`src/rtl/ncc_pkg.sv`:
```
// shared constants, codes and control types of the nearest centroid classifier
package ncc_pkg;

    localparam int MAX_REFS      = 64;
    localparam int MAX_LENGTH    = 64;
    localparam int ELEMENT_BITS  = 16;
    localparam int LABEL_BITS    = 8;
    localparam int SLOT_BITS     = $clog2(MAX_REFS);
    localparam int IDX_BITS      = $clog2(MAX_LENGTH);
    localparam int REF_ADDR_BITS = SLOT_BITS + IDX_BITS;
    localparam int CFG_BITS      = 7;
    localparam int CFG_IDX_BITS  = 2;
    localparam int SUM_BITS      = 40;
    localparam int MAG_BITS      = ELEMENT_BITS + 1;
    localparam int SQ_BITS       = 2 * MAG_BITS;
    localparam int LIMIT_BITS    = 20;

    localparam logic [SUM_BITS-1:0]   SUM_MAX        = {SUM_BITS{1'b1}};
    localparam logic [LIMIT_BITS-1:0] DIFF_SAT_LIMIT = {LIMIT_BITS{1'b1}};

    localparam logic [CFG_BITS-1:0] MAX_REFS_C   = CFG_BITS'(MAX_REFS);
    localparam logic [CFG_BITS-1:0] MAX_LENGTH_C = CFG_BITS'(MAX_LENGTH);

    // register indexes of the configuration port
    localparam logic [CFG_IDX_BITS-1:0] CFG_VECTOR_LENGTH   = 2'd0;
    localparam logic [CFG_IDX_BITS-1:0] CFG_REFERENCE_COUNT = 2'd1;

    typedef enum logic [1:0] {
        CMD_REF_WRITE   = 2'd0,
        CMD_LABEL_WRITE = 2'd1,
        CMD_SAMPLE      = 2'd2
    } t_cmd;

    typedef enum logic [2:0] {
        ST_IDLE,
        ST_SCAN,
        ST_DRAIN,
        ST_LABEL,
        ST_DONE
    } t_state;

    // sequencer to distance engine, store and output register
    typedef struct packed {
        logic                           issue;
        logic [SLOT_BITS-1:0]           slot;
        logic [IDX_BITS-1:0]            idx;
        logic                           upd;
        logic                           start;
        logic                           clear;
        logic signed [ELEMENT_BITS-1:0] value;
        logic                           load;
        logic                           nores;
    } t_seq_ctl;

    // distance engine status back to the sequencer
    typedef struct packed {
        logic                 busy;
        logic [SLOT_BITS-1:0] best_slot;
        logic [SUM_BITS-1:0]  best_sum;
    } t_dist_stat;

endpackage

```
`src/rtl/ncc_dist.sv`:
```
// distance sum memory, square-accumulate pipeline and running minimum
module ncc_dist (
    input  logic                                    i_clk,
    input  logic                                    i_rst_n,
    input  ncc_pkg::t_seq_ctl                       i_ctl,
    input  logic signed [ncc_pkg::ELEMENT_BITS-1:0] i_ref_rdata,
    output ncc_pkg::t_dist_stat                     o_stat
);

    logic [ncc_pkg::SUM_BITS-1:0] r_sum_mem [ncc_pkg::MAX_REFS];
    logic [ncc_pkg::MAX_REFS-1:0] r_sum_ok;

    // stage 1: memory read data
    logic                          r_p1_vld;
    logic [ncc_pkg::SLOT_BITS-1:0] r_p1_slot;
    logic                          r_p1_upd;
    logic [ncc_pkg::SUM_BITS-1:0]  r_p1_sum;
    logic                          r_p1_ok;

    // stage 2: squared difference
    logic                          r_p2_vld;
    logic [ncc_pkg::SLOT_BITS-1:0] r_p2_slot;
    logic                          r_p2_upd;
    logic [ncc_pkg::SUM_BITS-1:0]  r_p2_old;
    logic [ncc_pkg::SQ_BITS-1:0]   r_p2_sq;
    logic                          r_p2_big;

    // stage 3: new sum
    logic                          r_p3_vld;
    logic [ncc_pkg::SLOT_BITS-1:0] r_p3_slot;
    logic [ncc_pkg::SUM_BITS-1:0]  r_p3_sum;

    logic                          r_best_vld;
    logic [ncc_pkg::SLOT_BITS-1:0] r_best_slot;
    logic [ncc_pkg::SUM_BITS-1:0]  r_best_sum;

    logic signed [ncc_pkg::MAG_BITS-1:0] diff;
    logic [ncc_pkg::MAG_BITS-1:0]        mag;
    logic [ncc_pkg::SUM_BITS:0]          wide_sum;
    logic [ncc_pkg::SUM_BITS-1:0]        new_sum;

    always_comb begin
        diff = ncc_pkg::MAG_BITS'(i_ctl.value) - ncc_pkg::MAG_BITS'(i_ref_rdata);
        mag  = diff[ncc_pkg::MAG_BITS-1] ? ncc_pkg::MAG_BITS'(-diff) : ncc_pkg::MAG_BITS'(diff);
    end

    always_comb begin
        wide_sum = {1'b0, r_p2_old}
                 + {{(ncc_pkg::SUM_BITS + 1 - ncc_pkg::SQ_BITS){1'b0}}, r_p2_sq};
        if (!r_p2_upd) begin
            new_sum = r_p2_old;
        end else if (r_p2_big || wide_sum[ncc_pkg::SUM_BITS]) begin
            new_sum = ncc_pkg::SUM_MAX;
        end else begin
            new_sum = wide_sum[ncc_pkg::SUM_BITS-1:0];
        end
    end

    always_ff @(posedge i_clk) begin
        r_p1_sum  <= r_sum_mem[i_ctl.slot];
        r_p1_ok   <= r_sum_ok[i_ctl.slot];
        r_p1_slot <= i_ctl.slot;
        r_p1_upd  <= i_ctl.upd;

        r_p2_slot <= r_p1_slot;
        r_p2_upd  <= r_p1_upd;
        r_p2_old  <= r_p1_ok ? r_p1_sum : '0;
        r_p2_sq   <= mag * mag;
        r_p2_big  <= {{(ncc_pkg::LIMIT_BITS - ncc_pkg::MAG_BITS){1'b0}}, mag}
                     > ncc_pkg::DIFF_SAT_LIMIT;

        r_p3_slot <= r_p2_slot;
        r_p3_sum  <= new_sum;
        if (r_p2_vld) begin
            r_sum_mem[r_p2_slot] <= new_sum;
        end
    end

    always_ff @(posedge i_clk) begin
        if (!i_rst_n) begin
            r_p1_vld   <= 1'b0;
            r_p2_vld   <= 1'b0;
            r_p3_vld   <= 1'b0;
            r_sum_ok   <= '0;
            r_best_vld <= 1'b0;
        end else begin
            r_p1_vld <= i_ctl.issue;
            r_p2_vld <= r_p1_vld;
            r_p3_vld <= r_p2_vld;
            if (i_ctl.clear) begin
                r_sum_ok <= '0;
            end else if (r_p2_vld) begin
                r_sum_ok[r_p2_slot] <= 1'b1;
            end
            // strict compare keeps the lowest slot on ties
            if (i_ctl.start) begin
                r_best_vld <= 1'b0;
            end else if (r_p3_vld && (!r_best_vld || r_p3_sum < r_best_sum)) begin
                r_best_vld <= 1'b1;
            end
        end
    end

    always_ff @(posedge i_clk) begin
        if (!i_ctl.start && r_p3_vld && (!r_best_vld || r_p3_sum < r_best_sum)) begin
            r_best_slot <= r_p3_slot;
            r_best_sum  <= r_p3_sum;
        end
    end

    assign o_stat.busy      = r_p1_vld || r_p2_vld || r_p3_vld;
    assign o_stat.best_slot = r_best_slot;
    assign o_stat.best_sum  = r_best_sum;

endmodule

```
`config.mk`:
```
export PLATFORM = sky130hd
export DESIGN_NAME = ncc_dist
export DESIGN_NICKNAME = d
export VERILOG_FILES = /design/src/rtl/ncc_pkg.sv /design/src/rtl/ncc_dist.sv
export SDC_FILE = /design/constraint.sdc
export NUM_CORES = 2
export LEC_CHECK = 0
export ABC_AREA = 1
export ABC_CLOCK_PERIOD_IN_PS = 7990
export BUFFER_PORTS_ARGS = -buffer_cell sky130_fd_sc_hd__buf_2
export CORE_MARGIN = 10
export CORE_UTILIZATION = 50
export DETAILED_ROUTE_END_ITERATION = 6
export PLACE_DENSITY = 0.69
export SLEW_MARGIN = 20
export SYNTH_ARGS = -nofsm -noshare
export SYNTH_HDL_FRONTEND = slang
export SYNTH_SLANG_ARGS = --single-unit
export TNS_END_PERCENT = 1
```
`constraint.sdc`:
```
create_clock -name i_clk -period 7.99 [get_ports i_clk]
set_clock_uncertainty 0.2 [all_clocks]
set_input_delay 0.3995 -clock i_clk [delete_from_list [all_inputs] [get_ports i_clk]]
set_output_delay 0.3995 -clock i_clk [all_outputs]
set_load 0.02 [all_outputs]
```
## Word level (Yosys, flattened, before mapping)

Memories as Yosys holds them, arrays and structs flattened. A register that Yosys moved wholly into a read port is not among the register bits.
Cells that the tools add are included.

| cells by class | value |
|---|---|
| add/sub/neg operators | 3 |
| multiply operators | 1 |
| order comparisons | 4 |
| mux-type cells | 9 |
| bitwise gates (word level) | 2 |
| reduce and logical (&&, ||, !) cells | 11 |

Operator list:

| kind | number |
|---|---|
| $mux 40 | 2 |
| $or 64x64->64 | 1 |
| $add 40x34->41 | 1 |
| $lt 40x40->1 | 1 |
| $mul 17x17->34 | 1 |
| $mux 17 | 1 |
| $neg 17->17 | 1 |
| $sub 16x16->17 | 1 |
| $lt 6x7->1 const B | 2 |
| $bmux 1 s6 | 1 |
| $demux 1 s6 | 1 |
| $ge 6x1->1 const B | 1 |
| $logic_and 1x1->1 | 4 |
| $mux 1 | 4 |
| $reduce_or 2->1 | 2 |
| $logic_or 1x1->1 | 3 |
| $logic_not 1->1 | 2 |
| $not 1->1 | 1 |

| word-level totals | value |
|---|---|
| register bits | 249 |
| bits in writable memories | 2560 |
| input bits | 52 |
| logic and storage cells | 47 |
| memories kept | 1 |

Memory list:

| name | depth | width | rd ports | clocked after Yosys merged registers in | wr ports | RTL line | RTL |
|---|---|---|---|---|---|---|---|
| r_sum_mem | 64 | 40 | 1 | 1 | 1 | ncc_dist.sv:10 | `logic [ncc_pkg::SUM_BITS-1:0] r_sum_mem [ncc_pkg::MAX_REFS];` |

## Logic depth before layout (Yosys ltp)

| depth | value |
|---|---|
| depth after elaboration | 5 |
| mapped depth | 44 |

## Worst setup path before layout

No wires, ideal clock.

| timing | value |
|---|---|
| kind | input-to-reg |
| start | input port i_ctl[2] (netlist bit) |
| end | register r_p2_sq[31] (netlist bit) |
| library setup time | 0.127 ns |
| arrival | 7.022 ns |
| setup slack | 0.642 ns |
| stages on the path | 35 |
| path buffers | 2 |
| cell sequence | inv_1 > ha_1 > fa_1 > inv_1 > nand3_1 > nand3_1 > nand2_1 > nand2_2 > nand3_1 > nand3_1 > nand2_4 > buf_6 > o21ai_0 > nand2_2 > buf_6 > inv_2 > nand2_1 > fa_1 > inv_1 > fa_1 > fa_1 > fa_1 > fa_1 > inv_1 > fa_1 > inv_1 > ha_1 > a21o_1 > a31oi_1 > o21ai_0 > a21oi_1 > nand2_1 > a21oi_1 > o21ai_0 > xor2_1 |

| on the way | value |
|---|---|
| longest elaborated chain between the ends | 4 |

RTL lines:

| element | RTL line | RTL |
|---|---|---|
| start: declaration | ncc_dist.sv:5 | `input ncc_pkg::t_seq_ctl i_ctl,` |
| $sub 16x16->17 (*) | ncc_dist.sv:43 | `diff = ncc_pkg::MAG_BITS'(i_ctl.value) - ncc_pkg::MAG_BITS'(i_ref_rdata);` |
| $neg 17->17 | ncc_dist.sv:44 | `mag = diff[ncc_pkg::MAG_BITS-1] ? ncc_pkg::MAG_BITS'(-diff) : ncc_pkg::MAG_BITS'(diff);` |
| $mux 17 (*) | ncc_dist.sv:44 |  |
| $mul 17x17->34 (*) | ncc_dist.sv:68 | `r_p2_sq <= mag * mag;` |
| end signal: assignment | ncc_dist.sv:68 |  |
| end: declaration | ncc_dist.sv:25 | `logic [ncc_pkg::SQ_BITS-1:0] r_p2_sq;` |

Mark *: on every way between the ends. The rest lies on a longest branch, timed or not.
A chain may end at the register's enable or synchronous reset.

## Worst setup path in the final report

| timing | value |
|---|---|
| start | input port i_ctl[2] (netlist bit) |
| end | register r_p2_sq[30] (netlist bit) |

Same word-level chain as after synthesis.

==> impl_metrics.json <==
{
  "hold_ws_ns": 0.07423,
  "utilization_pct": 56.67,
  "finalMaxSlewViolations": 0,
  "cts_sinks": 2848,
  "worst_path_max_delay_cell": "fa_1",
  "drive_above_1_share_pct": 10.03,
  "powerDensity_nw_per_um2": 476.4,
  "worstPathArrival_ns": 7.85,
  "hold_violations": 0,
  "layout_setup_ws_ns": 0.7357,
  "die_w_um": 511.6,
  "cp.depth": 34,
  "synthAdderAreaFrac_pct": 5.172,
  "overflow": 0,
  "drtIter0Drc": 11479,
  "grt_pass1_wl_um": 529300,
  "yosysSeqAreaShare_pct": 68.76,
  "drtPass1Iterations": 7,
  "synth_edf_count": 2606,
  "die_y_um": 511.6,
  "synth_cell_type_count": 57,
  "hp-class": "in -> reg",
  "worstSetupEndpoint": "r_p2_sq[30]$_DFF_P_",
  "rr_worst_depth": 15,
  "port_buffers": 90,
  "io_pins": 99,
  "tightest_slew_ns": 1.278,
  "vias": 84091,
  "synth_warnings": 0,
  "start_kind": "input pin",
  "dpl.hpwl_um": 201600,
  "final_common_cell": "edfxtp_1",
  "synthArstFlopShare_pct": 0,
  "synth-simple-area-share_pct": 9.054,
  "rsz0062_at_grt": "no",
  "insertion_delay_ns": 0.98,
  "r2r_end": "r_sum_mem[13][30]$_DFFE_PP_",
  "cp-end-kind": "flop",
  "wl_per_cell_um": 26.60,
  "gr-usage-all-layers_pct": 26.71,
  "yosysTopAreaCell": "edfxtp_1",
  "cts_max_path_buffers": 4,
  "nets": 10668,
  "rows": 180,
  "cts_tree": "done",
  "period_share_pct": 90.79,
  "drc": 0,
  "worstSetupStartpoint": "i_ctl[2]",
  "criticalPathCategory": "in -> reg",
  "synthToLayoutAreaGrowth_pct": 12.79,
  "grt_max_degree": 190,
  "relSlewSlack_pct": 13.87,
  "irDropWorstVdd_v": 0.002451,
  "postCtsSetupBuffers": 0,
  "numCtsBuffers": 305,
  "htreeDepth": 5,
  "n_fill_cell": 19165,
  "syn_avg_cell_area_um2": 12.01,
  "finalSetupViolations": 0,
  "dp_slack_ns": -0.1704,
  "drv_cap": 0,
  "status": "complete, no violations",
  "crit_family": "adder cells",
  "synth.area.top_cells": "edfxtp_1 65%, o21ai_0 7.1%, nor2_1 6.6%",
  "cp_data_required_time_ns": 8.58,
  "antenna_found_initial": 36,
  "grt_pass1_vias": 81691,
  "synth-xor-area-share_pct": 0.5145,
  "final_cell_mix": "2,606 x edfxtp_1, 2,064 x nor2_1, 1,722 x o21ai_0",
  "coreArea_um2": 240500,
  "routabilityCongestion": 0.9135,
  "leakagePower_nw": 47.46,
  "r2r_start": "r_p2_old[18]$_SDFF_PN0_",
  "die_area_um2": 261800,
  "slowest_delay_ns": 0.62,
  "synth_area_um2": 120900,
  "path_clk_slew_ns": 0.06,
  "postCtsResizedCells": 0,
  "ant_nets": 0,
  "min_period_ns": 7.254,
  "post_drt_via_cell_ratio": 6.164,
  "rrSetupSlack_ns": 3.19,
  "synth_seq_cells": 2848,
  "worstPathMaxFanout": 6,
  "start_util_pct": 50.25,
  "max_freq_mhz": 137.8,
  "ys.flop_type": "edfxtp_1",
  "cts_root_buf": "clkbuf_16",
  "synth_top_area_share_pct": 64.75,
  "synth_compound_area_share_pct": 12.66,
  "synth_top_family_by_area": "compound AO/OA/AOI/OAI gates",
  "drt-total-wl_um": 362900,
  "crit_buf_inv": 5,
  "muxShareOfSynthArea_pct": 0,
  "syn_inst": 10065
}
-- state kept, by name (all words and copies together) (netlist names) --
signal and flops:
r_p1_ok 1, r_p1_slot 6, r_p2_slot 6, r_best_sum 40, r_p2_upd 1, r_best_slot 6, r_p1_sum 40, r_p2_old 40
r_p2_sq 33, r_sum_ok 64, r_p3_vld 1, r_p1_vld 1, r_sum_mem 2560, r_p2_vld 1, r_best_vld 1, r_p3_sum 40
r_p1_upd 1, r_p3_slot 6
-- metrics by stage --
stage | instance area [um2] | cells | total power, W | setup TNS (ns)
after global placement | 126600 | 13092 | 0.05131 | -0.6844
after global routing | 136300 | 13637 | 0.06937 | 0
after floorplan | 120900 | 10074 | 0.03709 | 0
final | 136300 | 13643 | 0.06495 | 0
after CTS | 136300 | 13635 | 0.06512 | 0
after detailed placement | 126700 | 13093 | 0.05137 | -0.9119
-- how the worst min path moves through the flow --
stage                               startpoint                   endpoint  slack (ns)  depth (start not counted)
after floorplan           r_p1_slot[0]$_DFF_P_       r_p2_slot[0]$_DFF_P_        0.11                          0
after global placement    r_p1_slot[1]$_DFF_P_       r_p2_slot[1]$_DFF_P_        0.11                          0
after detailed placement  r_p1_slot[4]$_DFF_P_       r_p2_slot[4]$_DFF_P_        0.11                          0
after CTS                            i_ctl[29]       r_p1_sum[14]$_DFF_P_        0.03                          5
after global routing                 i_ctl[31]       r_p1_slot[4]$_DFF_P_         0.1                          2
final                                i_ctl[18]  r_sum_ok[31]$_SDFFE_PP0P_        0.07                          3
-- tightest hold or removal path, stage by stage --
cell	delay, ns
buf_2	0.07
or2_2	0.58
nor2_1	0.10
-- timing repair --
| action | 4_1_cts | 5_1_grt |
|---|---|---|
| hold buffers | 16 | 0 |
| endpoints found under the setup margin | 0 | 0 |
| hold endpoints to repair | 14 | 0 |
-- kinds of logic after synthesis --
| group | count (synthesis) |
|---|---|
| compound gates | 2782 |
| simple gates | 2796 |
| flops | 2848 |
| xor+xnor | 68 |
| fa+ha+maj | 385 |
| other cells | 2 |
| buf+inv | 1184 |
-- layout make-up --
cell class / count / area [um2] / share of cell area, %
clock inverters: 136 / 1235 / 0.9059
inverters: 583 / 2225 / 1.632
well taps: 3185 / 3985 / 2.923
clock buffers: 390 / 8239 / 6.044
multi-input cells: 6042 / 33940 / 24.90
diodes: 8 / 20.02 / 0.01469
flip-flops and latches: 2848 / 83100 / 60.96
repair buffers: 451 / 3575 / 2.622
-- Yosys cell counts (all sizes together), types with 9 or more instances --
cell,number
a31oi,19
a21oi,123
nand2,472
nor3,34
xor2,43
o32ai,35
fa,191
inv,580
o22ai,813
edfxtp,2606
ha,194
nand3,102
xnor2,25
a21o,14
o21bai,9
o21ai,1733
dfxtp,242
clkbuf,473
nor2,2152
o22a,11
nand4,13
buf,128
-- metal layers --
layer	GRT usage, %	up-vias	wire (um)
met3	5.183	941	39890
met4	12.40	18	18950
met1	35.26	41617	136800
met5	0	-	119
li1	-	36434	-
met2	42.86	5081	167100
-- report_power, final --
| part | leakage [nW] | total [W] | internal [W] | switching, W |
|---|---|---|---|---|
| Sequential | 25.6 | 0.0183 | 0.0181 | 0.000210 |
| Combinational | 17.3 | 0.0331 | 0.0146 | 0.0185 |
| Clock | 4.63 | 0.0135 | 0.00788 | 0.00564 |
| Total | 47.5 | 0.0649 | 0.0406 | 0.0243 |
(Power assumes the default switching activity.)
