File: src/rtl/ncc_pkg.sv
// shared constants, codes and control types of the nearest centroid classifier
package ncc_pkg;

    localparam int MAX_REFS      = 64;
    localparam int MAX_LENGTH    = 64;
    localparam int ELEMENT_BITS  = 16;
    localparam int LABEL_BITS    = 8;
    localparam int SLOT_BITS     = $clog2(MAX_REFS);
    localparam int IDX_BITS      = $clog2(MAX_LENGTH);
    localparam int REF_ADDR_BITS = SLOT_BITS + IDX_BITS;
    localparam int CFG_BITS      = 7;
    localparam int CFG_IDX_BITS  = 2;
    localparam int SUM_BITS      = 40;
    localparam int MAG_BITS      = ELEMENT_BITS + 1;
    localparam int SQ_BITS       = 2 * MAG_BITS;
    localparam int LIMIT_BITS    = 20;

    localparam logic [SUM_BITS-1:0]   SUM_MAX        = {SUM_BITS{1'b1}};
    localparam logic [LIMIT_BITS-1:0] DIFF_SAT_LIMIT = {LIMIT_BITS{1'b1}};

    localparam logic [CFG_BITS-1:0] MAX_REFS_C   = CFG_BITS'(MAX_REFS);
    localparam logic [CFG_BITS-1:0] MAX_LENGTH_C = CFG_BITS'(MAX_LENGTH);

    // register indexes of the configuration port
    localparam logic [CFG_IDX_BITS-1:0] CFG_VECTOR_LENGTH   = 2'd0;
    localparam logic [CFG_IDX_BITS-1:0] CFG_REFERENCE_COUNT = 2'd1;

    typedef enum logic [1:0] {
        CMD_REF_WRITE   = 2'd0,
        CMD_LABEL_WRITE = 2'd1,
        CMD_SAMPLE      = 2'd2
    } t_cmd;

    typedef enum logic [2:0] {
        ST_IDLE,
        ST_SCAN,
        ST_DRAIN,
        ST_LABEL,
        ST_DONE
    } t_state;

    // sequencer to distance engine, store and output register
    typedef struct packed {
        logic                           issue;
        logic [SLOT_BITS-1:0]           slot;
        logic [IDX_BITS-1:0]            idx;
        logic                           upd;
        logic                           start;
        logic                           clear;
        logic signed [ELEMENT_BITS-1:0] value;
        logic                           load;
        logic                           nores;
    } t_seq_ctl;

    // distance engine status back to the sequencer
    typedef struct packed {
        logic                 busy;
        logic [SLOT_BITS-1:0] best_slot;
        logic [SUM_BITS-1:0]  best_sum;
    } t_dist_stat;

endpackage

File: src/rtl/ncc_seq.sv
// sequencer: walks the references for each sample element and ends the sample
module ncc_seq (
    input  logic                                    i_clk,
    input  logic                                    i_rst_n,
    input  logic                                    i_valid,
    input  ncc_pkg::t_cmd                           i_cmd,
    input  logic [ncc_pkg::IDX_BITS-1:0]            i_idx,
    input  logic signed [ncc_pkg::ELEMENT_BITS-1:0] i_value,
    input  logic                                    i_last,
    input  logic [ncc_pkg::CFG_BITS-1:0]            i_len,
    input  logic [ncc_pkg::CFG_BITS-1:0]            i_cnt,
    input  logic                                    i_out_free,
    input  ncc_pkg::t_dist_stat                     i_stat,
    output logic                                    o_ready,
    output ncc_pkg::t_seq_ctl                       o_ctl
);

    ncc_pkg::t_state r_state, n_state;
    logic [ncc_pkg::SLOT_BITS-1:0]           r_ptr,   n_ptr;
    logic [ncc_pkg::IDX_BITS-1:0]            r_idx,   n_idx;
    logic signed [ncc_pkg::ELEMENT_BITS-1:0] r_value, n_value;
    logic                                    r_upd,   n_upd;
    logic                                    r_last,  n_last;
    logic                                    r_nores, n_nores;
    logic                                    in_range;

    always_ff @(posedge i_clk) begin
        if (!i_rst_n) begin
            r_state <= ncc_pkg::ST_IDLE;
            r_ptr   <= '0;
            r_upd   <= 1'b0;
            r_last  <= 1'b0;
            r_nores <= 1'b0;
        end else begin
            r_state <= n_state;
            r_ptr   <= n_ptr;
            r_upd   <= n_upd;
            r_last  <= n_last;
            r_nores <= n_nores;
        end
    end

    always_ff @(posedge i_clk) begin
        r_idx   <= n_idx;
        r_value <= n_value;
    end

    assign in_range = {1'b0, i_idx} < i_len;

    always_comb begin
        n_state = r_state;
        n_ptr   = r_ptr;
        n_idx   = r_idx;
        n_value = r_value;
        n_upd   = r_upd;
        n_last  = r_last;
        n_nores = r_nores;
        o_ready = 1'b0;
        o_ctl   = '0;
        o_ctl.slot  = r_ptr;
        o_ctl.idx   = r_idx;
        o_ctl.upd   = r_upd;
        o_ctl.value = r_value;
        o_ctl.nores = r_nores;

        unique case (r_state)
            ncc_pkg::ST_IDLE: begin
                o_ready = 1'b1;
                if (i_valid && i_cmd == ncc_pkg::CMD_SAMPLE) begin
                    n_idx   = i_idx;
                    n_value = i_value;
                    n_upd   = in_range;
                    n_last  = i_last;
                    n_ptr   = '0;
                    if (i_cnt == '0) begin
                        n_nores = 1'b1;
                        if (i_last) begin
                            n_state = ncc_pkg::ST_DONE;
                        end
                    end else if (in_range || i_last) begin
                        n_nores     = 1'b0;
                        o_ctl.start = 1'b1;
                        n_state     = ncc_pkg::ST_SCAN;
                    end
                end
            end
            ncc_pkg::ST_SCAN: begin
                o_ctl.issue = 1'b1;
                n_ptr = r_ptr + 1'b1;
                if ({1'b0, r_ptr} == i_cnt - 1'b1) begin
                    n_state = ncc_pkg::ST_DRAIN;
                end
            end
            ncc_pkg::ST_DRAIN: begin
                if (!i_stat.busy) begin
                    n_state = r_last ? ncc_pkg::ST_LABEL : ncc_pkg::ST_IDLE;
                end
            end
            ncc_pkg::ST_LABEL: begin
                // label read of the winner lands here
                n_state = ncc_pkg::ST_DONE;
            end
            ncc_pkg::ST_DONE: begin
                if (i_out_free) begin
                    o_ctl.load  = 1'b1;
                    o_ctl.clear = 1'b1;
                    n_state     = ncc_pkg::ST_IDLE;
                end
            end
            default: begin
                n_state = ncc_pkg::ST_IDLE;
            end
        endcase
    end

endmodule

File: config.mk
export PLATFORM = sky130hd
export DESIGN_NAME = ncc_seq
export DESIGN_NICKNAME = d
export VERILOG_FILES = /design/src/rtl/ncc_pkg.sv /design/src/rtl/ncc_seq.sv
export SDC_FILE = /design/constraint.sdc
export NUM_CORES = 1
export LEC_CHECK = 0
export ABC_AREA = 1
export BUFFER_PORTS_ARGS = -buffer_cell sky130_fd_sc_hd__buf_2
export CORE_UTILIZATION = 30
export DETAILED_ROUTE_END_ITERATION = 8
export PLACE_DENSITY = 0.71
export SETUP_SLACK_MARGIN = 0.3
export SYNTH_ARGS = -nofsm -noshare
export SYNTH_HDL_FRONTEND = slang
export SYNTH_SLANG_ARGS = --single-unit
File: constraint.sdc
create_clock -name i_clk -period 3.4 [get_ports i_clk]
set_input_delay 0 -clock i_clk [delete_from_list [all_inputs] [get_ports i_clk]]
set_output_delay 0 -clock i_clk [all_outputs]
set_load 0.02 [all_outputs]
== Word level (Yosys, flattened, before mapping) ==
Index checks and enable logic that the tools add are counted.
Storage, ports and cells
  output and inout bits: 35
  flip-flop bits (word level): 34
  input port bits: 90
  logic and storage cells: 53
Operators by class
  $lt $le $gt $ge: 1
  reduce and logical (&&, ||, !) cells: 10
  muxes and demuxes: 21
  add/sub/neg operators: 2
  equal/unequal tests: 12
Operators with widths (number)
  3-bit 2-to-1 mux: 7
  3-bit case mux with 5 select lines: 1
  6-bit case mux with 2 select lines: 1
  1-bit 2-to-1 mux: 10
  2-bit inequality test, second input constant: 4
  6-bit by 7-bit == test with 1-bit output: 1
  7-bit logical NOT: 1
  6-bit by 7-bit < comparator with 1-bit output: 1
  7-bit by 1-bit subtractor with 7-bit output, second input constant: 1
  6-bit by 1-bit adder with 6-bit output, second input constant: 1
  3-bit by 2-bit == test with 1-bit output, second input constant: 2
  6-bit 2-to-1 mux: 1
  3-bit inequality test, second input constant: 2
  6-bit AND reduction: 1
  2-bit AND reduction: 2
  2-bit nonzero test: 2
  3-bit by 1-bit == test with 1-bit output, second input constant: 1
  3-bit == test, second input constant: 1
  3-bit logical NOT: 1
  3-bit AND reduction: 1
  2-bit == test, second input constant: 1
  2-bit 2-to-1 mux: 1
  1-bit logical AND: 1
  1-bit logical OR: 1

== Logic depth before layout (Yosys ltp) ==
Gate-level depths: netlist of the first run.
  word-level depth: 6
  gate-level depth with buffers: 15
  depth with buffers taken out: 15

== Worst setup path after synthesis of the first run ==
OpenSTA, ideal clock, no wires.
  kind: reg2out
  from: reg r_state[2]
  to: out o_ctl[19] (netlist bit)
  buffers on the path: 0
  setup slack: 1.686 ns
  data required time: 3.400 ns
  stages on the path, launching flop included: 6
  data arrival time: 1.714 ns
  cells stage by stage: dfxtp_1 nor3_4 nand2_2 inv_2 a21oi_1 nor2_1
RTL lines
  start, declared: line ncc_seq.sv:18  | ncc_pkg::t_state r_state, n_state;
  start signal, assigned: line ncc_seq.sv:29  | r_state <= ncc_pkg::ST_IDLE;
  start signal, assigned: line ncc_seq.sv:35  | r_state <= n_state;
  end, declared: line ncc_seq.sv:15  | output ncc_pkg::t_seq_ctl o_ctl

==> results of run 1 <==
-- Yosys cell counts --
| master | count | share of area [%] |
|---|---|---|
| nand2_1 | 62 | 13 |
| inv_1 | 38 | 7.8 |
| nor2_1 | 23 | 4.7 |
| edfxtp_1 | 22 | 36 |
| dfxtp_1 | 12 | 13 |
| a21oi_1 | 10 | 2.7 |
| ha_1 | 8 | 5.5 |
| nand3_1 | 8 | 2.2 |
| nand4_1 | 5 | 1.7 |
| o21ai_0 | 5 | 1.4 |
| buf_4 | 3 | 1.2 |
| nor3_1 | 3 | 0.82 |
| a22oi_1 | 2 | 0.82 |
| inv_2 | 2 | 0.41 |
| nand2_2 | 2 | 0.69 |
| nor3_4 | 2 | 1.8 |
| nor4_1 | 2 | 0.69 |
| o21bai_1 | 2 | 0.82 |
| a211oi_1 | 1 | 0.41 |
| a211oi_2 | 1 | 0.69 |
| a311oi_1 | 1 | 0.48 |
| inv_4 | 1 | 0.34 |
| nor2_2 | 1 | 0.34 |
| nor4_4 | 1 | 1.2 |
| o31ai_1 | 1 | 0.41 |
| xor2_1 | 1 | 0.48 |
-- worst paths after layout --
kind,from,end,cells past startpoint
max,r_state[2]$_SDFFE_PN0P_,o_ctl[19],6
min,i_rst_n,r_state[1]$_SDFFE_PN0P_,3
max reg2reg,r_state[2]$_SDFFE_PN0P_,r_ptr[2]$_SDFFE_PN0P_,6
min reg2reg,r_last$_SDFFE_PN0P_,r_last$_SDFFE_PN0P_,2
-- layout by cell type (no fill, tap or decap) --
master,instances
a211oi_1,1
a211oi_2,1
a21oi_1,10
a22oi_1,2
a311oi_1,1
buf_2,78
clkbuf_1,1
clkbuf_8,5
clkinv_1,1
clkinv_2,1
dfxtp_1,12
dlygate4sd3_1,22
edfxtp_1,22
ha_1,8
inv_1,38
inv_2,2
inv_4,1
nand2_1,62
nand2_2,2
nand3_1,8
nand4_1,5
nor2_1,23
nor2_2,1
nor3_1,3
nor3_4,2
nor4_1,2
nor4_4,1
o21ai_0,5
o21bai_1,2
o31ai_1,1
xor2_1,1
-- cell families after synthesis --
family	after synthesis	share of synthesized area, %
simple gates	109	26.94
flops	34	49.48
compound gates	23	7.766
buf+inv	44	9.829
fa+ha+maj	8	5.499
xor+xnor	1	0.4812
-- stage by stage --
step	instances	hold slack [ns]	area, µm²	setup slack, ns
after global routing	399	0.02327	2584	1.087
after global placement	369	0.1773	2282	1.543
after CTS	399	0.003619	2584	1.242
final	399	0.01768	2584	1.276
after detailed placement	369	0.1781	2282	1.538
after floorplan	219	0.09763	1821	1.686
-- power by group --
group          leakage [nW]  internal [mW]  total [mW]  switching [mW]
Sequential            0.298          0.484       0.527          0.0431
Combinational         0.930          0.165       0.440           0.275
Clock                0.0426          0.141       0.275           0.135
Total                  1.27          0.790        1.24           0.452
-- state kept, by name (all words and copies together) (netlist names) --
name     count
r_nores      1
r_idx        6
r_upd        1
r_value     16
r_state      3
r_ptr        6
r_last       1
-- cell type report --
| class | count | area share (%) |
|---|---|---|
| Multi-Input combinational cell | 141 | 28.67 |
| Timing Repair Buffer | 100 | 23.63 |
| Tap cell | 75 | 3.632 |
| Sequential cell | 34 | 34.87 |
| Inverter | 41 | 6.053 |
| Clock inverter | 2 | 0.3390 |
| Clock buffer | 6 | 2.809 |
-- critical path: stages, from the launching register on --
cell and delay [ns]:
dfxtp_1 0.40, nor3_4 0.35, nand2_2 0.18, inv_2 0.46
a21oi_1 0.17, nor2_1 0.10, buf_2 0.19
-- metal layers --
| metal | up-vias | global-route usage (%) |
|---|---|---|
| met5 | - | 0 |
| met1 | 777 | 15.52 |
| met3 | 4 | 4.000 |
| met2 | 66 | 25.98 |
| met4 | 0 | 3.750 |
| li1 | 914 | - |
-- what timing repair did --
item | in CTS | in global routing
endpoints found under the hold margin | 22 | 0
gates resized for setup | 0 | 0
endpoints found under the setup margin | 0 | 0
hold buffers | 22 | 0
==> flow_summary.json, run 1 <==
{
  "synth_nets": 317,
  "crit_fanout": 28,
  "ys_ff_latch": 34,
  "n_fill_cell": 596,
  "die_h_um": 79.90,
  "avgSynthCellArea_um2": 8.313,
  "drv_cap": 0,
  "hold_path_class": "input port to flop",
  "crit_type": "flop to output port",
  "die_w_um": 79.90,
  "p_per_area_mw_per_mm2": 480.7,
  "tightest_slew_ns": 0.5609,
  "grt_pass1_vias": 1640,
  "endpoint_kind": "output port",
  "row_count": 28,
  "slew_headroom_pct": 62.56,
  "yosys_warnings": 0,
  "port_buffers": 78,
  "clockRootBuffer": "clkbuf_8",
  "r2r_slack_ns": 1.54,
  "met1_length_mm": 1.841,
  "ys_seq_area_share_pct": 49.48,
  "place.gp.congestion": 0.8630,
  "wl_mm": 4.270,
  "start_kind": "flop",
  "grt_pass1_wl_mm": 6.941,
  "setup_viol": 0,
  "grt_max_degree": 29,
  "vias_per_cell": 4.414,
  "synth_area_mm2": 0.001820,
  "route.antenna.remaining_nets": 0,
  "multi_input_area_um2": 740.7,
  "wl_met3_um": 281,
  "worstPathRequired_ns": 3.40,
  "wl_met2_mm": 2.115,
  "highest_layer": "met4",
  "register_area_um2": 900.9,
  "drc_errors": 0,
  "cts_max_level": 2,
  "diodes": 0,
  "vias": 1761,
  "status": "completed",
  "grt_usage_pct": 14.04,
  "fin_skew_ns": 0.002543,
  "cts_tree": "built",
  "start_util_pct": 30.93,
  "utilization_pct": 43.90,
  "fmax_ghz": 0.4709,
  "die_area_mm2": 0.006384,
  "clock-sinks": 34,
  "ys_types": 26,
  "cts_buffers": 5,
  "vdd_ir_drop_max_mv": 0.2296,
  "core_area_mm2": 0.005886,
  "min_period_ns": 2.124,
  "drt_iter0_markers": 89,
  "overflow": 0,
  "clock_path_buffers": 2,
  "finalPower_mw": 1.242,
  "cp_data_arrival_time_ns": 2.12,
  "first_pass_iters": 4,
  "clkLatencyLatePin_ns": 0.27,
  "pin_count": 125,
  "rsz0062_at_grt": "no",
  "dp_hpwl_mm": 3.307,
  "cts_setup_buffers": 0,
  "antenna_found_initial": 0,
  "drive_above_1_share_pct": 29.01,
  "area_growth_pct": 41.92,
  "path_clk_slew_ns": 0.06,
  "syn-instance-count": 219,
  "wl_per_cell_um": 10.70,
  "slew_violations": 0,
  "tns_ns": 0,
  "hold_viol_final": 0,
  "fin_crit_sh_pct": 62.46,
  "p_leak_nw": 1.270,
  "finalNetCount": 421
}
No activity file was read; power rests on OpenSTA's default activity.
==> inputs of run 2 (changes only) <==
--- a/config.mk
+++ b/config.mk
@@ -5,11 +5,11 @@
 export SDC_FILE = /design/constraint.sdc
 export NUM_CORES = 1
 export LEC_CHECK = 0
-export ABC_AREA = 1
+export ABC_AREA = 0
 export BUFFER_PORTS_ARGS = -buffer_cell sky130_fd_sc_hd__buf_2
 export CORE_UTILIZATION = 30
 export DETAILED_ROUTE_END_ITERATION = 8
-export PLACE_DENSITY = 0.71
+export PLACE_DENSITY = 0.73
 export SETUP_SLACK_MARGIN = 0.3
 export SYNTH_ARGS = -nofsm -noshare
 export SYNTH_HDL_FRONTEND = slang
==> constraint.sdc (replaced) <==
create_clock -name i_clk -period 2.2 [get_ports i_clk]
set_input_delay 0 -clock i_clk [delete_from_list [all_inputs] [get_ports i_clk]]
set_output_delay 0 -clock i_clk [all_outputs]
set_load 0.02 [all_outputs]
==> run 2 against run 1 <==
  * Final cell count fell by 20%
  * Synthesized cell count fell by 34%
  * Via count fell by 17%
  * Clock power is 52% higher
  * Critical endpoint unchanged
  * Largest power group unchanged
==> flow_summary.json, run 2 <==
{
  "worstHoldPathCells": 3,
  "reg2reg_from": "r_state[0]$_SDFFE_PN0P_",
  "drc_errors": 0,
  "synth_top_area_share_pct": 40.40,
  "mostFrequentLayoutCell": "buf_2",
  "wl_mm": 3.925,
  "yosysMostFrequentCell": "edfxtp_1",
  "async_flop_share_pct": 0,
  "port_buffers": 78,
  "dp_hpwl_mm": 2.855,
  "area_growth_pct": 47.97,
  "drv_cap": 0,
  "clock-sinks": 34,
  "vias": 1455,
  "grt_pass1_vias": 1338,
  "avgSynthCellArea_um2": 11.36,
  "cts_buffers": 5,
  "cts_tree": "built",
  "dpl_cell_area_mm2": 0.002103,
  "reg2reg_depth": 8,
  "layout_common_cells": "buf_2 (78), dlygate4sd3_1 (23), edfxtp_1 (22)",
  "ys_types": 44,
  "row_count": 26,
  "status": "completed",
  "start_util_pct": 31.62,
  "ctsResizeCount": 0,
  "overflow": 0,
  "cp_data_arrival_time_ns": 1.80,
  "finalNetCount": 348,
  "ys_seq_area_share_pct": 55.09,
  "min_period_ns": 1.800,
  "first_pass_iters": 4,
  "slew_headroom_pct": 69.17,
  "reg_top3": "r_value: 16 flops, r_idx: 6 flops, r_ptr: 6 flops",
  "synth_area_mm2": 0.001635,
  "worstPathRequired_ns": 2.20,
  "synth_ff_type": "edfxtp_1",
  "synth_nets": 242,
  "worstHoldStart": "i_out_free",
  "p_per_area_mw_per_mm2": 620.6,
  "r2r-end": "r_ptr[5]$_SDFFE_PN0P_",
  "crit_type": "input port to output port",
  "pin_count": 125,
  "place.gp.congestion": 0.7396,
  "yosys.area.top_type": "edfxtp_1",
  "final_area_mm2": 0.002420,
  "largest_reg_flops": 16,
  "hold_path_end": "r_state[2]$_SDFFE_PN0P_",
  "die_area_mm2": 0.005750,
  "start_kind": "input port",
  "synth_edf_count": 22,
  "hold_viol_final": 0,
  "top_register": "r_value",
  "route.antenna.remaining_nets": 0,
  "slew_violations": 0,
  "die_w_um": 75.83,
  "fmax_ghz": 0.5557,
  "drt_iter0_markers": 40,
  "clockRootBuffer": "clkbuf_8",
  "crit_fanout": 3,
  "antenna_found_initial": 0,
  "fin_crit_sh_pct": 81.80,
  "grt_pass1_wl_mm": 5.685,
  "rsz0062_at_grt": "no",
  "fin_skew_ns": 0.003700,
  "setup_viol": 0,
  "cts_max_level": 2,
  "vias_per_cell": 4.547,
  "clkLatencyLatePin_ns": 0.28,
  "r2r_slack_ns": 0.46,
  "p_leak_nw": 1.078,
  "core_area_mm2": 0.005172,
  "diodes": 0,
  "tightest_slew_ns": 0.4583,
  "wl_per_cell_um": 12.27,
  "vdd_ir_drop_max_mv": 0.2381,
  "synth_common_cells": "edfxtp_1 (22), nand2_1 (13), dfxtp_1 (12), ha_1 (8), inv_1 (8)",
  "path_clk_slew_ns": 0.06,
  "syn-instance-count": 144,
  "ys_ff_latch": 34,
  "drive_above_1_share_pct": 38.00,
  "die_h_um": 75.83,
  "grt_max_degree": 26,
  "endpoint_kind": "output port",
  "grt_usage_pct": 13.66,
  "yosys_warnings": 0,
  "hold_path_class": "input port to flop",
  "netlist_top_cells_area": "edfxtp_1 (40%), dfxtp_1 (15%), ha_1 (6.1%)",
  "tns_ns": 0,
  "clock_path_buffers": 2
}
-- run 2: area by class of cell --
| class | count | area (µm²) |
|---|---|---|
| Fill cell | 466 | 2753 |
| Sequential cell | 34 | 900.9 |
| Multi-Input combinational cell | 96 | 670.6 |
| Timing Repair Buffer | 103 | 635.6 |
| Tap cell | 70 | 87.58 |
| Clock buffer | 5 | 68.82 |
| Inverter | 10 | 46.29 |
| Clock inverter | 2 | 10.01 |
-- run 2: report_power, final --
part	switching (mW)	internal (mW)
clock network	0.205	0.212
registers	0.0307	0.716
logic	0.186	0.152
total	0.422	1.08
-- run 2: worst max-delay path by stage --
stage / start / end / slack, ns
after floorplan: r_state[1]$_SDFFE_PN0P_ / r_ptr[0]$_SDFFE_PN0P_ / 0.50
after global placement: r_state[0]$_SDFFE_PN0P_ / r_ptr[5]$_SDFFE_PN0P_ / 0.51
after detailed placement: r_state[0]$_SDFFE_PN0P_ / r_ptr[5]$_SDFFE_PN0P_ / 0.48
after CTS: i_idx[3] / o_ctl[19] / 0.34
after global routing: i_idx[5] / r_state[2]$_SDFFE_PN0P_ / 0.32
final: i_idx[3] / o_ctl[19] / 0.40
-- run 2: metal layers --
layer	vias to the layer above	global-route usage (%)	share of wire [%]
met5	-	0	0
met4	0	5.144	1.6
met3	8	4.630	9.3
met2	70	24.88	47
met1	646	14.50	42
li1	731	-	-
-- run 2: metrics by stage --
step | power, mW | hold WS [ns] | setup WS (ns) | utilization, % | cells
after floorplan | 0.9517 | 0.09887 | 0.4973 | - | 144
after global placement | 1.058 | 0.1766 | 0.5103 | 40.66 | 289
after detailed placement | 1.065 | 0.1801 | 0.4849 | 40.66 | 289
after CTS | 1.507 | 0.05933 | 0.3405 | 46.64 | 319
after global routing | 1.572 | 0.08389 | 0.3161 | 46.78 | 320
final | 1.502 | 0.06087 | 0.4005 | 46.78 | 320
-- run 2: timing repair --
| action | CTS | global route |
|---|---|---|
| hold buffers | 23 | 0 |
| setup buffers | 0 | 1 |
| endpoints found under the setup margin | 0 | 1 |
| hold endpoints to repair | 23 | 0 |
-- run 2: cell families after synthesis --
group / synth area share, %
flip-flops: 55.09
buffers and inverters: 4.208
XOR/XNOR: 5.356
AO/OA/AOI/OAI: 10.25
AND/OR/NAND/NOR: 17.75
adder cells (fa/ha/maj): 6.121
multiplexers: 1.224
-- run 2: worst max-delay path, cell delays in order --
cell           delay, ns
dlygate4sd3_1       0.53
buf_2               0.14
ha_1                0.20
a21o_1              0.18
a21oi_1             0.13
o22a_1              0.20
nor2_1              0.06
nor3_1              0.16
buf_2               0.20
==> inputs of run 3 (changes only) <==
--- a/config.mk
+++ b/config.mk
@@ -9,7 +9,7 @@
 export BUFFER_PORTS_ARGS = -buffer_cell sky130_fd_sc_hd__buf_2
 export CORE_UTILIZATION = 30
 export DETAILED_ROUTE_END_ITERATION = 8
-export PLACE_DENSITY = 0.73
+export PLACE_DENSITY = 0.76
 export SETUP_SLACK_MARGIN = 0.3
 export SYNTH_ARGS = -nofsm -noshare
 export SYNTH_HDL_FRONTEND = slang
==> constraint.sdc (replaced) <==
create_clock -name i_clk -period 1.5 [get_ports i_clk]
set_input_delay 0 -clock i_clk [delete_from_list [all_inputs] [get_ports i_clk]]
set_output_delay 0 -clock i_clk [all_outputs]
set_load 0.02 [all_outputs]
==> run 3 against run 2 <==
  * The flow now finishes with violations (setup timing)
  * Register-to-register slack worse by 0.55 ns
  * Die area is the same
  * Routed wire length grew 16%
  * Clock power grew 56%
  * Flip-flop and latch count did not move
  * Combinational power increased to 2.9 times the previous value
  * Critical endpoint is now r_ptr[5]$_SDFFE_PN0P_
  * Largest power group unchanged
  * Utilization is 8.8 points higher
  * Final area rose by 19%
  * Sequential share of layout area is 5.5 points lower
  * Non-clock buffer count up 30
==> flow_summary.json, run 3 (synthesized netlist as in run 2, its figures left out) <==
{
  "status": "complete, but fails checks",
  "violations": "setup timing",
  "reg2reg_from": "r_state[0]$_SDFFE_PN0P_",
  "start_util_pct": 31.62,
  "cp_data_arrival_time_ns": 1.77,
  "slew_headroom_pct": 76.78,
  "grt_max_degree": 25,
  "overflow": 0,
  "worstHoldPathCells": 3,
  "port_buffers": 78,
  "p_per_area_mw_per_mm2": 942.0,
  "layout_common_cells": "buf_2 (73), dlygate4sd3_1 (23), edfxtp_1 (22)",
  "setup_viol": 28,
  "min_period_ns": 1.592,
  "slew_violations": 0,
  "die_w_um": 75.83,
  "grt_usage_pct": 16.30,
  "die_h_um": 75.83,
  "cpMaxStageDelayCell": "dfxtp_4",
  "mostFrequentLayoutCell": "buf_2",
  "r2r-end": "r_ptr[5]$_SDFFE_PN0P_",
  "path_cells": "buf_6 -> inv_2 -> or3_4 -> inv_8 -> nand4_4 -> or2_1 -> nand3_1 -> o21ai_1 -> and2_1",
  "drive_above_1_share_pct": 50.89,
  "die_area_mm2": 0.005750,
  "top_register": "r_value",
  "crit_family": "simple AND/OR/NAND/NOR gates",
  "drc_errors": 0,
  "crit_fanout": 2,
  "finalNetCount": 378,
  "wl_per_cell_um": 13.02,
  "reg_top3": "r_value: 16 flops, r_idx: 6 flops, r_ptr: 6 flops",
  "max_stage_delay_ns": 0.37,
  "clock_path_buffers": 2,
  "vias": 1613,
  "drv_cap": 0,
  "grt_pass1_wl_mm": 6.803,
  "start_kind": "flop",
  "fmax_ghz": 0.6282,
  "hold_path_end": "r_state[2]$_SDFFE_PN0P_",
  "place.gp.congestion": 0.7374,
  "cts_max_level": 2,
  "path_clk_slew_ns": 0.08,
  "p_leak_nw": 1.285,
  "fin_crit_sh_pct": 106.1,
  "r2r_slack_ns": -0.09,
  "rsz0062_at_grt": "yes",
  "vias_per_cell": 4.595,
  "reg2reg_depth": 9,
  "first_pass_iters": 4,
  "crit_type": "flop to flop",
  "dp_hpwl_mm": 2.928,
  "core_area_mm2": 0.005172,
  "hold_viol_final": 0,
  "largest_reg_flops": 16,
  "grt_pass1_vias": 1584,
  "fin_skew_ns": 0.007421,
  "wl_mm": 4.569,
  "cts_tree": "built",
  "clkLatencyLatePin_ns": 0.28,
  "route.antenna.remaining_nets": 0,
  "tightest_slew_ns": 0.3435,
  "tns_ns": -1.653,
  "row_count": 26,
  "drt_iter0_markers": 43,
  "antenna_found_initial": 0,
  "worstHoldStart": "i_out_free",
  "endpoint_kind": "flop",
  "clock-sinks": 34,
  "hold_path_class": "input port to flop",
  "area_growth_pct": 75.90,
  "pin_count": 125,
  "worstPathRequired_ns": 1.67,
  "critPathBufInv": 3,
  "finalWorstSetupSlack_ns": -0.09193,
  "vdd_ir_drop_max_mv": 0.4229,
  "finalPower_mw": 2.710,
  "clockRootBuffer": "clkbuf_8",
  "cts_buffers": 5,
  "diodes": 0
}
==> run 3: how the worst max path moves through the flow <==
| stage | slack [ns] | cells past startpoint | end | start |
|---|---|---|---|---|
| after floorplan | -0.1 | 8 | r_ptr[5]$_SDFFE_PN0P_ | r_state[0]$_SDFFE_PN0P_ |
| after global placement | -0.001 | 8 | r_ptr[5]$_SDFFE_PN0P_ | r_state[0]$_SDFFE_PN0P_ |
| after detailed placement | -0.03 | 8 | r_ptr[5]$_SDFFE_PN0P_ | r_state[0]$_SDFFE_PN0P_ |
| after CTS | -0.08 | 9 | r_ptr[5]$_SDFFE_PN0P_ | r_state[0]$_SDFFE_PN0P_ |
| after global routing | -0.17 | 7 | r_value[11]$_DFFE_PP_ | r_state[0]$_SDFFE_PN0P_ |
| final | -0.09 | 9 | r_ptr[5]$_SDFFE_PN0P_ | r_state[0]$_SDFFE_PN0P_ |
==> run 3: per-stage QoR <==
step / hold slack (ns) / utilization [%] / setup WS, ns / instances / area (µm²)
global placement: 0.1770 / 43.73 / -0.001162 / 304 / 2262
finish: 0.07228 / 55.61 / -0.09193 / 351 / 2877
detailed placement: 0.1784 / 43.73 / -0.02504 / 304 / 2262
global route: 0.07288 / 55.61 / -0.1692 / 351 / 2877
CTS: 0.06692 / 53.85 / -0.08442 / 347 / 2785
floorplan: 0.09887 / - / -0.09721 / 144 / 1678
==> run 3: worst min-delay path: stages <==
cell	delay, ns
buf_2	0.09
o22ai_1	0.07
and2_1	0.15
==> run 3: area by class of cell <==
type                            count  area [µm²]
Clock buffer                        5       68.82
Clock inverter                      3       16.27
Fill cell                         438        2296
Inverter                           10       48.80
Multi-Input combinational cell     96       752.0
Sequential cell                    34       913.4
Tap cell                           70       87.58
Timing Repair Buffer              133       989.7
==> run 3: routing by layer <==
metal  GRT usage (%)  up-vias  wire length (µm)
li1                -      795                 -
met1           16.29      746              1764
met2           31.76       59              2397
met3           3.968       13               289
met4           6.790        0               118
met5               0        -                 0
==> run 3: where the power goes <==
group	total (mW)	switching, mW	internal [mW]	leakage, nW
clock network	0.650	0.332	0.318	0.0416
logic	0.970	0.411	0.560	0.942
registers	1.09	0.0349	1.05	0.302
total	2.71	0.778	1.93	1.28
==> run 3: what timing repair did <==
| item | CTS | global route |
|---|---|---|
| setup endpoints to repair | 39 | 39 |
| hold buffers | 23 | 0 |
| pin swaps | 14 | 5 |
| resized for setup | 33 | 9 |
| buffers inserted | 12 | 2 |
| gates cloned | 0 | 2 |
| hold endpoints to repair | 23 | 0 |
